--- config.mk ---
export PLATFORM = sky130hd
export DESIGN_NAME = json_string_unescaper_top
export DESIGN_NICKNAME = d
export VERILOG_FILES = /design/src/rtl/core/jsu_pkg.sv /design/src/rtl/core/jsu_front.sv /design/src/rtl/core/jsu_run_fifo.sv /design/src/rtl/core/jsu_back.sv /design/src/rtl/core/json_string_unescaper_top.sv
export SDC_FILE = /design/constraint.sdc
export NUM_CORES = 1
export LEC_CHECK = 0
export BUFFER_PORTS_ARGS = -buffer_cell sky130_fd_sc_hd__buf_2
export CAP_MARGIN = 30
export CORE_MARGIN = 4
export CORE_UTILIZATION = 56
export DETAILED_ROUTE_END_ITERATION = 8
export PLACE_DENSITY = 0.83
export SYNTH_ARGS = -nofsm -noshare
export SYNTH_HDL_FRONTEND = slang
export SYNTH_SLANG_ARGS = --single-unit
--- constraint.sdc ---
create_clock -name clk -period 3.2 [get_ports clk]
set_input_delay 0.64 -clock clk [delete_from_list [all_inputs] [get_ports clk]]
set_output_delay 0.64 -clock clk [all_outputs]
set_load 0.01 [all_outputs]
--- src/rtl/core/jsu_pkg.sv ---
package jsu_pkg;

    // Result error codes.
    localparam logic [1:0] ERR_NONE = 2'd0;
    localparam logic [1:0] ERR_HEX  = 2'd1;
    localparam logic [1:0] ERR_SURR = 2'd2;

    // Characters that the decoder looks for.
    localparam logic [7:0] CH_BSLASH = 8'h5C;
    localparam logic [7:0] CH_B      = "b";
    localparam logic [7:0] CH_F      = "f";
    localparam logic [7:0] CH_N      = "n";
    localparam logic [7:0] CH_R      = "r";
    localparam logic [7:0] CH_T      = "t";
    localparam logic [7:0] CH_U      = "u";
    localparam logic [7:0] CH_0      = "0";
    localparam logic [7:0] CH_9      = "9";
    localparam logic [7:0] CH_LA     = "a";
    localparam logic [7:0] CH_LF     = "f";
    localparam logic [7:0] CH_UA     = "A";
    localparam logic [7:0] CH_UF     = "F";

    // Control codes that the short escapes stand for.
    localparam logic [7:0] CODE_BS = 8'h08;
    localparam logic [7:0] CODE_FF = 8'h0C;
    localparam logic [7:0] CODE_LF = 8'h0A;
    localparam logic [7:0] CODE_CR = 8'h0D;
    localparam logic [7:0] CODE_HT = 8'h09;

    // Top six bits of a UTF-16 high and low surrogate.
    localparam logic [5:0] SURR_HI_TAG = 6'b110110;
    localparam logic [5:0] SURR_LO_TAG = 6'b110111;

    // Run queue between the decoder and the result sequencer.
    localparam int RUN_DEPTH = 4;
    localparam int RUN_PTR_W = $clog2(RUN_DEPTH);
    localparam int RUN_CNT_W = $clog2(RUN_DEPTH + 1);

    // One input beat.
    typedef struct packed {
        logic [7:0] in_byte;
        logic       end_of_input;
    } jsu_in_t;

    // One result beat.
    typedef struct packed {
        logic [7:0] out_byte;
        logic       byte_valid;
        logic [1:0] error_code;
        logic       last_of_run;
        logic       end_of_string;
    } jsu_out_t;

    // UTF-8 encoding of one code point, first byte in slot 0.
    typedef struct packed {
        logic [2:0]      cnt;
        logic [3:0][7:0] bytes;
    } jsu_utf8_t;

    // All results caused by one input byte. A status run has one result.
    typedef struct packed {
        logic [2:0]      cnt;
        logic [3:0][7:0] bytes;
        logic            status;
        logic [1:0]      err;
        logic            eos;
    } jsu_run_t;

    // Push side of the run queue.
    typedef struct packed {
        logic     push;
        jsu_run_t run;
    } jsu_push_t;

    // Head of the run queue as the sequencer sees it.
    typedef struct packed {
        logic     valid;
        jsu_run_t run;
    } jsu_head_t;

    // Hex digit value, or bit 4 set for a non-hex character.
    function automatic logic [4:0] hex_of(input logic [7:0] c);
        logic [4:0] r;
        r = 5'h10;
        if (c >= CH_0 && c <= CH_9) begin
            r = {1'b0, 4'(c - CH_0)};
        end else if (c >= CH_LA && c <= CH_LF) begin
            r = {1'b0, 4'(c - CH_LA + 8'd10)};
        end else if (c >= CH_UA && c <= CH_UF) begin
            r = {1'b0, 4'(c - CH_UA + 8'd10)};
        end
        return r;
    endfunction

    // UTF-8 encoder for code points up to 21 bits.
    function automatic jsu_utf8_t utf8_of(input logic [20:0] cp);
        jsu_utf8_t r;
        r = '0;
        if (cp < 21'h80) begin
            r.cnt      = 3'd1;
            r.bytes[0] = {1'b0, cp[6:0]};
        end else if (cp < 21'h800) begin
            r.cnt      = 3'd2;
            r.bytes[0] = {3'b110, cp[10:6]};
            r.bytes[1] = {2'b10, cp[5:0]};
        end else if (cp < 21'h10000) begin
            r.cnt      = 3'd3;
            r.bytes[0] = {4'b1110, cp[15:12]};
            r.bytes[1] = {2'b10, cp[11:6]};
            r.bytes[2] = {2'b10, cp[5:0]};
        end else begin
            r.cnt      = 3'd4;
            r.bytes[0] = {5'b11110, cp[20:18]};
            r.bytes[1] = {2'b10, cp[17:12]};
            r.bytes[2] = {2'b10, cp[11:6]};
            r.bytes[3] = {2'b10, cp[5:0]};
        end
        return r;
    endfunction

endpackage

--- src/rtl/core/jsu_front.sv ---
module jsu_front (
    input  logic             clk,
    input  logic             rst_n,
    input  logic             valid,
    output logic             stall,
    input  jsu_pkg::jsu_in_t data,
    input  logic             full,
    output jsu_pkg::jsu_push_t wr
);
    import jsu_pkg::*;

    typedef enum logic [2:0] {
        PH_NORMAL,
        PH_ESC,
        PH_HEX,
        PH_WANT_BS,
        PH_WANT_U,
        PH_HEX2
    } phase_t;

    phase_t      phase_reg, phase_next;
    logic [15:0] hex_reg, hex_next;
    logic [1:0]  digits_reg, digits_next;
    logic [9:0]  high_reg, high_next;
    logic        failed_reg, failed_next;

    logic        accept;
    logic [4:0]  digit;
    logic [15:0] hex_new;
    logic [20:0] pair_cp;
    jsu_utf8_t   enc_single;
    jsu_utf8_t   enc_pair;
    logic [1:0]  err;
    jsu_run_t    run;

    assign stall  = full;
    assign accept = valid && !full;

    // Digit decode and the two possible code points of a finished unit.
    assign digit      = hex_of(data.in_byte);
    assign hex_new    = {hex_reg[11:0], digit[3:0]};
    assign pair_cp    = (21'({high_reg, 10'b0}) + 21'h10000) | {11'b0, hex_new[9:0]};
    assign enc_single = utf8_of({5'b0, hex_new});
    assign enc_pair   = utf8_of(pair_cp);

    // Escape decoder: next state and the run of results for this byte.
    always_comb
    begin
        phase_next  = phase_reg;
        hex_next    = hex_reg;
        digits_next = digits_reg;
        high_next   = high_reg;
        failed_next = failed_reg;
        err         = ERR_NONE;
        run         = '0;

        if (!failed_reg) begin
            unique case (phase_reg)
                PH_ESC:
                begin
                    phase_next = PH_NORMAL;
                    run.cnt    = 3'd1;
                    unique case (data.in_byte)
                        CH_B:    run.bytes[0] = CODE_BS;
                        CH_F:    run.bytes[0] = CODE_FF;
                        CH_N:    run.bytes[0] = CODE_LF;
                        CH_R:    run.bytes[0] = CODE_CR;
                        CH_T:    run.bytes[0] = CODE_HT;
                        CH_U:
                        begin
                            run.cnt     = 3'd0;
                            phase_next  = PH_HEX;
                            hex_next    = '0;
                            digits_next = '0;
                        end
                        default: run.bytes[0] = data.in_byte;
                    endcase
                end
                PH_HEX, PH_HEX2:
                begin
                    if (digit[4]) begin
                        err = ERR_HEX;
                    end else begin
                        hex_next = hex_new;
                        if (digits_reg != 2'd3) begin
                            digits_next = digits_reg + 2'd1;
                        end else begin
                            digits_next = '0;
                            if (phase_reg == PH_HEX) begin
                                if (hex_new[15:10] == SURR_HI_TAG) begin
                                    high_next  = hex_new[9:0];
                                    phase_next = PH_WANT_BS;
                                end else if (hex_new[15:10] == SURR_LO_TAG) begin
                                    err = ERR_SURR;
                                end else begin
                                    run.cnt    = enc_single.cnt;
                                    run.bytes  = enc_single.bytes;
                                    phase_next = PH_NORMAL;
                                end
                            end else begin
                                if (hex_new[15:10] == SURR_LO_TAG) begin
                                    run.cnt    = enc_pair.cnt;
                                    run.bytes  = enc_pair.bytes;
                                    phase_next = PH_NORMAL;
                                end else begin
                                    err = ERR_SURR;
                                end
                            end
                        end
                    end
                end
                PH_WANT_BS:
                begin
                    if (data.in_byte == CH_BSLASH) begin
                        phase_next = PH_WANT_U;
                    end else begin
                        err = ERR_SURR;
                    end
                end
                PH_WANT_U:
                begin
                    if (data.in_byte == CH_U) begin
                        phase_next  = PH_HEX2;
                        hex_next    = '0;
                        digits_next = '0;
                    end else begin
                        err = ERR_SURR;
                    end
                end
                default:
                begin
                    phase_next = PH_NORMAL;
                    if (data.in_byte == CH_BSLASH) begin
                        phase_next = PH_ESC;
                    end else begin
                        run.cnt      = 3'd1;
                        run.bytes[0] = data.in_byte;
                    end
                end
            endcase

            // A string that ends inside a unicode escape or a surrogate pair is an error.
            if (err == ERR_NONE && data.end_of_input) begin
                if (phase_next == PH_HEX || phase_next == PH_HEX2) begin
                    err = ERR_HEX;
                end else if (phase_next == PH_WANT_BS || phase_next == PH_WANT_U) begin
                    err = ERR_SURR;
                end
            end

            // An error is reported once as a status result.
            if (err != ERR_NONE) begin
                run.cnt     = 3'd1;
                run.bytes   = '0;
                run.status  = 1'b1;
                run.err     = err;
                failed_next = 1'b1;
            end
        end

        // The end byte always gives at least one result and clears the state.
        if (data.end_of_input) begin
            if (run.cnt == 3'd0) begin
                run.cnt    = 3'd1;
                run.status = 1'b1;
                run.err    = ERR_NONE;
            end
            run.eos     = 1'b1;
            phase_next  = PH_NORMAL;
            hex_next    = '0;
            digits_next = '0;
            high_next   = '0;
            failed_next = 1'b0;
        end
    end

    assign wr.push = accept && (run.cnt != 3'd0);
    assign wr.run  = run;

    // Decoder state.
    always_ff @(posedge clk or negedge rst_n)
    begin
        if (!rst_n) begin
            phase_reg  <= PH_NORMAL;
            hex_reg    <= '0;
            digits_reg <= '0;
            high_reg   <= '0;
            failed_reg <= 1'b0;
        end else if (accept) begin
            phase_reg  <= phase_next;
            hex_reg    <= hex_next;
            digits_reg <= digits_next;
            high_reg   <= high_next;
            failed_reg <= failed_next;
        end
    end

    // The end of a string leaves the decoder as after reset.
    a_end_clears: assert property (@(posedge clk) disable iff (!rst_n)
        accept && data.end_of_input |=>
            phase_reg == PH_NORMAL && !failed_reg && digits_reg == 2'd0)
        else $error("decoder state not cleared after end of string");

    // After an error only the end byte produces a result.
    a_failed_quiet: assert property (@(posedge clk) disable iff (!rst_n)
        accept && failed_reg && !data.end_of_input |-> !wr.push)
        else $error("result pushed after an error");

    // The failed flag is only set by a pushed error report.
    a_failed_cause: assert property (@(posedge clk) disable iff (!rst_n)
        $rose(failed_reg) |-> $past(wr.push) && $past(wr.run.err) != ERR_NONE)
        else $error("failed flag set without an error report");

endmodule

--- src/rtl/core/jsu_run_fifo.sv ---
module jsu_run_fifo (
    input  logic               clk,
    input  logic               rst_n,
    input  jsu_pkg::jsu_push_t wr,
    input  logic               pop,
    output logic               full,
    output jsu_pkg::jsu_head_t head
);
    import jsu_pkg::*;

    jsu_run_t             entry_reg [RUN_DEPTH];
    logic [RUN_PTR_W-1:0] wr_ptr_reg, rd_ptr_reg;
    logic [RUN_CNT_W-1:0] count_reg, count_next;

    assign full       = count_reg == RUN_CNT_W'(RUN_DEPTH);
    assign head.valid = count_reg != '0;
    assign head.run   = entry_reg[rd_ptr_reg];

    // Occupancy after this cycle's push and pop.
    always_comb
    begin
        count_next = count_reg;
        if (wr.push && !pop) begin
            count_next = count_reg + RUN_CNT_W'(1);
        end else if (!wr.push && pop) begin
            count_next = count_reg - RUN_CNT_W'(1);
        end
    end

    // Entry storage.
    always_ff @(posedge clk)
    begin
        if (wr.push) begin
            entry_reg[wr_ptr_reg] <= wr.run;
        end
    end

    // Pointers and count.
    always_ff @(posedge clk or negedge rst_n)
    begin
        if (!rst_n) begin
            wr_ptr_reg <= '0;
            rd_ptr_reg <= '0;
            count_reg  <= '0;
        end else begin
            if (wr.push) begin
                wr_ptr_reg <= wr_ptr_reg + RUN_PTR_W'(1);
            end
            if (pop) begin
                rd_ptr_reg <= rd_ptr_reg + RUN_PTR_W'(1);
            end
            count_reg <= count_next;
        end
    end

    // Occupancy never passes the depth.
    a_count_range: assert property (@(posedge clk) disable iff (!rst_n)
        count_reg <= RUN_CNT_W'(RUN_DEPTH))
        else $error("run queue count out of range");

    // No write into a full queue.
    a_no_overflow: assert property (@(posedge clk) disable iff (!rst_n)
        wr.push |-> !full)
        else $error("run queue overflow");

    // No read from an empty queue.
    a_no_underflow: assert property (@(posedge clk) disable iff (!rst_n)
        pop |-> head.valid)
        else $error("run queue underflow");

endmodule

--- src/rtl/core/jsu_back.sv ---
module jsu_back (
    input  logic               clk,
    input  logic               rst_n,
    input  jsu_pkg::jsu_head_t head,
    output logic               pop,
    output logic               valid,
    input  logic               stall,
    output jsu_pkg::jsu_out_t  data
);
    import jsu_pkg::*;

    logic [1:0] idx_reg, idx_next;
    logic       out_valid_reg, out_valid_next;
    jsu_out_t   out_reg;
    jsu_out_t   item;
    logic       load;
    logic       is_last;

    // Pick the current result of the run at the queue head.
    assign is_last = idx_reg == 2'(head.run.cnt - 3'd1);
    assign load    = head.valid && (!out_valid_reg || !stall);
    assign pop     = load && is_last;

    always_comb
    begin
        item.out_byte      = head.run.status ? 8'h00 : head.run.bytes[idx_reg];
        item.byte_valid    = !head.run.status;
        item.error_code    = head.run.status ? head.run.err : ERR_NONE;
        item.last_of_run   = is_last;
        item.end_of_string = is_last && head.run.eos;
    end

    // Next index and output register occupancy.
    always_comb
    begin
        idx_next       = idx_reg;
        out_valid_next = out_valid_reg && stall;
        if (load) begin
            idx_next       = is_last ? 2'd0 : idx_reg + 2'd1;
            out_valid_next = 1'b1;
        end
    end

    always_ff @(posedge clk or negedge rst_n)
    begin
        if (!rst_n) begin
            idx_reg       <= '0;
            out_valid_reg <= 1'b0;
        end else begin
            idx_reg       <= idx_next;
            out_valid_reg <= out_valid_next;
        end
    end

    // Output payload register.
    always_ff @(posedge clk)
    begin
        if (load) begin
            out_reg <= item;
        end
    end

    assign valid = out_valid_reg;
    assign data  = out_reg;

    // End of string always closes a run.
    a_eos_last: assert property (@(posedge clk) disable iff (!rst_n)
        valid && data.end_of_string |-> data.last_of_run)
        else $error("end of string not on the last result of a run");

    // Status results carry a zero byte, data results no error.
    a_status_form: assert property (@(posedge clk) disable iff (!rst_n)
        valid |-> (data.byte_valid && data.error_code == ERR_NONE) ||
                  (!data.byte_valid && data.out_byte == 8'h00))
        else $error("malformed result beat");

    // The index returns to zero whenever a run is finished.
    a_idx_wrap: assert property (@(posedge clk) disable iff (!rst_n)
        pop |=> idx_reg == 2'd0)
        else $error("run index not reset after the last result");

endmodule

--- src/rtl/core/json_string_unescaper_top.sv ---
// The results of an accepted byte go through the run queue into the registered output of the sequencer.
// Throughput: one byte per cycle while the run queue is not full; the result side drains
// one beat per cycle while dec_stall is low, so a byte giving N results (up to four)
// takes N output beats, and a four-run queue between decoder and sequencer absorbs them.
// Reset: asynchronous, active low; it clears the decoder state, the queue and the output.
module json_string_unescaper_top (
    input  logic              clk,
    input  logic              rst_n,
    input  logic              raw_valid,
    output logic              raw_stall,
    input  jsu_pkg::jsu_in_t  raw_data,
    output logic              dec_valid,
    input  logic              dec_stall,
    output jsu_pkg::jsu_out_t dec_data
);
    import jsu_pkg::*;

    jsu_push_t wr;
    jsu_head_t head;
    logic      full;
    logic      pop;

    // Escape decoder.
    jsu_front u_front (
        .clk   (clk),
        .rst_n (rst_n),
        .valid (raw_valid),
        .stall (raw_stall),
        .data  (raw_data),
        .full  (full),
        .wr    (wr)
    );

    // Queue of result runs.
    jsu_run_fifo u_fifo (
        .clk   (clk),
        .rst_n (rst_n),
        .wr    (wr),
        .pop   (pop),
        .full  (full),
        .head  (head)
    );

    // Result sequencer.
    jsu_back u_back (
        .clk   (clk),
        .rst_n (rst_n),
        .head  (head),
        .pop   (pop),
        .valid (dec_valid),
        .stall (dec_stall),
        .data  (dec_data)
    );

endmodule

==> run metrics <==
core box area 0.0166 sq mm; multi-input logic area 0.00377 sq mm; share of the synthesized area in the top cell type 48.6%; final worst setup slack 47.1 ps; Place WS -278 ps; beginning of the critical path u_front.high_reg[5]; Worst-Margin Slew 880 ps; Syn Inst Count 696; skew final 15.6 ps; Residual DRC 0; syn_nets 721; H-Tree Depth 4; Main synth FF type edfxtp_1; post-synth top area cell edfxtp_1; CTS Sinks 191; RSZ-0062 raised after global routing yes; number of buffers created by CTS 17; sequential element share of the synthesized area 58.7%; starting DRC count in detailed routing 574; Worst Hold Class in2async; ANT nets after route 0; Distinct cells, synth 86; placed insts 997; FMAX 317 MHz; Sum Neg Setup Slack 0 ps; post-route insts no fill 1029; vias after detailed routing 6622; status finished, final reports clean; nets@finish 821; Synth Area in XOR/XNOR 0.834%; RR Endpoint u_fifo.count_reg[1]; synth warn 0; post-layout util 67.9%; Port-buffer cells 27; final-report setup violation count 0; TritonCTS clock tree yes; Seq cells post-synth 191; Max Cap Viol 0; vias per cell 6.44; num rows 47; max reg flops 140; I/O pins 28; first-pass GRT wire length 38.8 mm; multiplexer share of the synthesized area 12.2%; largest net degree at the start of global routing 39; die height 138 microns; Peak VDD IR 569 uV; initial core utilization 57.0%; DRT Pass-1 Iters 5; Crit Path Category reg2reg; Reg-to-Reg Start u_front.high_reg[5]; startpoint class of the critical path register; Die W 138 microns; worst path required time 3520 ps; Compound-Gate Fraction of Synth Area 12.9%; final hold vios 0; global route overflow 0; worst rel slew slack 41.3%; Tot GR Track Use 27.7%; Post-CTS Repair Setup Buffers 0; vias in the first global route 6769; global placer's final weighted congestion 0.963; initial antenna violation count 0; Worst Path Max Fanout 2; worst reg-to-reg path cell count 11; pwr dens 737 mW/mm^2; end of the critical path u_fifo.count_reg[1]; crit path DAT 3470 ps; Max Root-Sink Buffers 2; hpwl dp 18.0 mm; leakage 4.07 nW; Async SR Flop Fraction 19.9%; Worst setup EP type register; WL final 25.0 mm; clock latency at the later pin of the worst-skew pair 440 ps; Synth Area in Adders 1.79%; Slew Limit Fails 0; Worst-path clk slew 80 ps; Tot Pwr 8.30 mW; Avg Inst Size Synth 13.6 sq um; filler cell count in the final layout 1146; worst reg2reg setup slack 50 ps; Synth Area in Simple Gates 10.5%; Mapped Area 0.00945 sq mm; CTS Root Cell clkbuf_16; area added between synthesis and finish 19.2%; ant diodes 0; layout cells sized above 1 30.2%; Final min period 3150 ps; die area 0.0190 sq mm; WL/cell 24.3 microns; # hold bufs at CTS 0; Synth area leaders edfxtp_1 (49%), dfrtp_1 (10%), mux4_2 (10%); FF+latch area 0.00555 sq mm; largest family of logic cells by synthesized area compound AO/OA/AOI/OAI gates; EDFF count, synth 153; final worst-path cycle share 98.5%
## worst min path at each step
stage                             start                    to  slack (ps)
floorplan                         rst_n     u_back.idx_reg[0]         340
detailed placement  u_fifo.count_reg[2]   u_fifo.count_reg[2]         480
global route                      rst_n  u_fifo.rd_ptr_reg[1]         370
global placement    u_fifo.count_reg[2]   u_fifo.count_reg[2]         470
finish                            rst_n   u_front.high_reg[9]         320
CTS                               rst_n   u_front.high_reg[1]         330
## synthesized netlist by cell type, types with 4 or more instances
master    number
a21oi_1       32
a22o_1         6
ha_1          11
a22oi_1        8
o211ai_1       5
a32oi_1        7
nor3b_1        4
nand3b_1       4
nand2_1       50
o21ai_1        4
o31ai_1        4
clkbuf_1      23
inv_1         30
mux2_1         5
mux2i_1       11
nor4_1         6
edfxtp_1     153
nand4_1        5
nand3_1        5
dfrtp_1       38
xnor2_1        6
nand2b_1       7
o41ai_1       10
mux4_2        42
o22ai_1        9
nor3_1         6
o21ai_0       36
and2_1        19
buf_2         11
nor2_1        47
a31oi_1        6
## power by group
part           leakage (nW)  switching [mW]  total, mW  internal, mW
Clock                 0.289            1.05       2.12          1.07
Combinational          1.86            1.35       2.62          1.27
Sequential             1.93           0.252       3.57          3.32
Total                  4.07            2.66       8.30          5.65
## worst max-delay path, stage by stage, from the launching register on
cell       delay [ps]
dfrtp_1           400
or4_4             570
o31ai_4           230
nor4_4             60
buf_4             140
o2111ai_4         190
a41oi_2           150
o31a_4            340
ha_4              170
inv_2              50
fa_2              440
mux2_2            290
## cell type report
class / count / share of cell area (%)
tap: 220 / 2.44
inverter: 31 / 1.07
clock buffer: 17 / 3.78
clock inverter: 15 / 1.63
multi-input combinational: 435 / 33.4
sequential: 191 / 49.3
timing repair buffer: 120 / 8.40
## placed cells by master, fill, tap and decap left out, drive strengths merged, types with 8 or more instances in the layout
master,Yosys,routed
a21oi,34,34
and2,19,19
o22ai,9,9
mux4,42,42
mux2,8,8
nor4,9,9
edfxtp,153,153
mux2i,11,11
a22oi,8,8
clkbuf,23,17
nor2,48,48
o41ai,11,11
nand2,50,50
nand2b,8,8
dfrtp,38,38
o21ai,41,41
nor3,8,8
inv,31,38
buf,16,120
ha,11,11
## repair_timing
item                                    CTS  global route
pin swaps                                 0             1
endpoints found under the setup margin   51             2
gates resized for setup                   5             6
endpoints found under the hold margin     0             0
## per-stage QoR
stage	hold slack, ps	instance area (sq um)
6_report	323	11300
5_1_grt	369	11300
4_1_cts	333	11200
3_5_place_dp	485	10600
3_3_place_gp	470	10600
2_1_floorplan	344	9550
## routing by layer
layer | vias to the layer above | track usage, % | part of all wire [%]
met5 | - | 0 | 0
met4 | 0 | 12.1 | 3.6
met3 | 62 | 4.39 | 6.3
met2 | 305 | 45.9 | 50
met1 | 3309 | 36.6 | 40
li1 | 2946 | - | -
## kinds of logic after synthesis
| kind of cell | count (synthesis) |
|---|---|
| flops | 191 |
| simple gates | 181 |
| compound gates | 171 |
| buf+inv | 70 |
| mux | 61 |
| fa+ha+maj | 13 |
| xor+xnor | 9 |
Power figures use the tool's default switching activity.
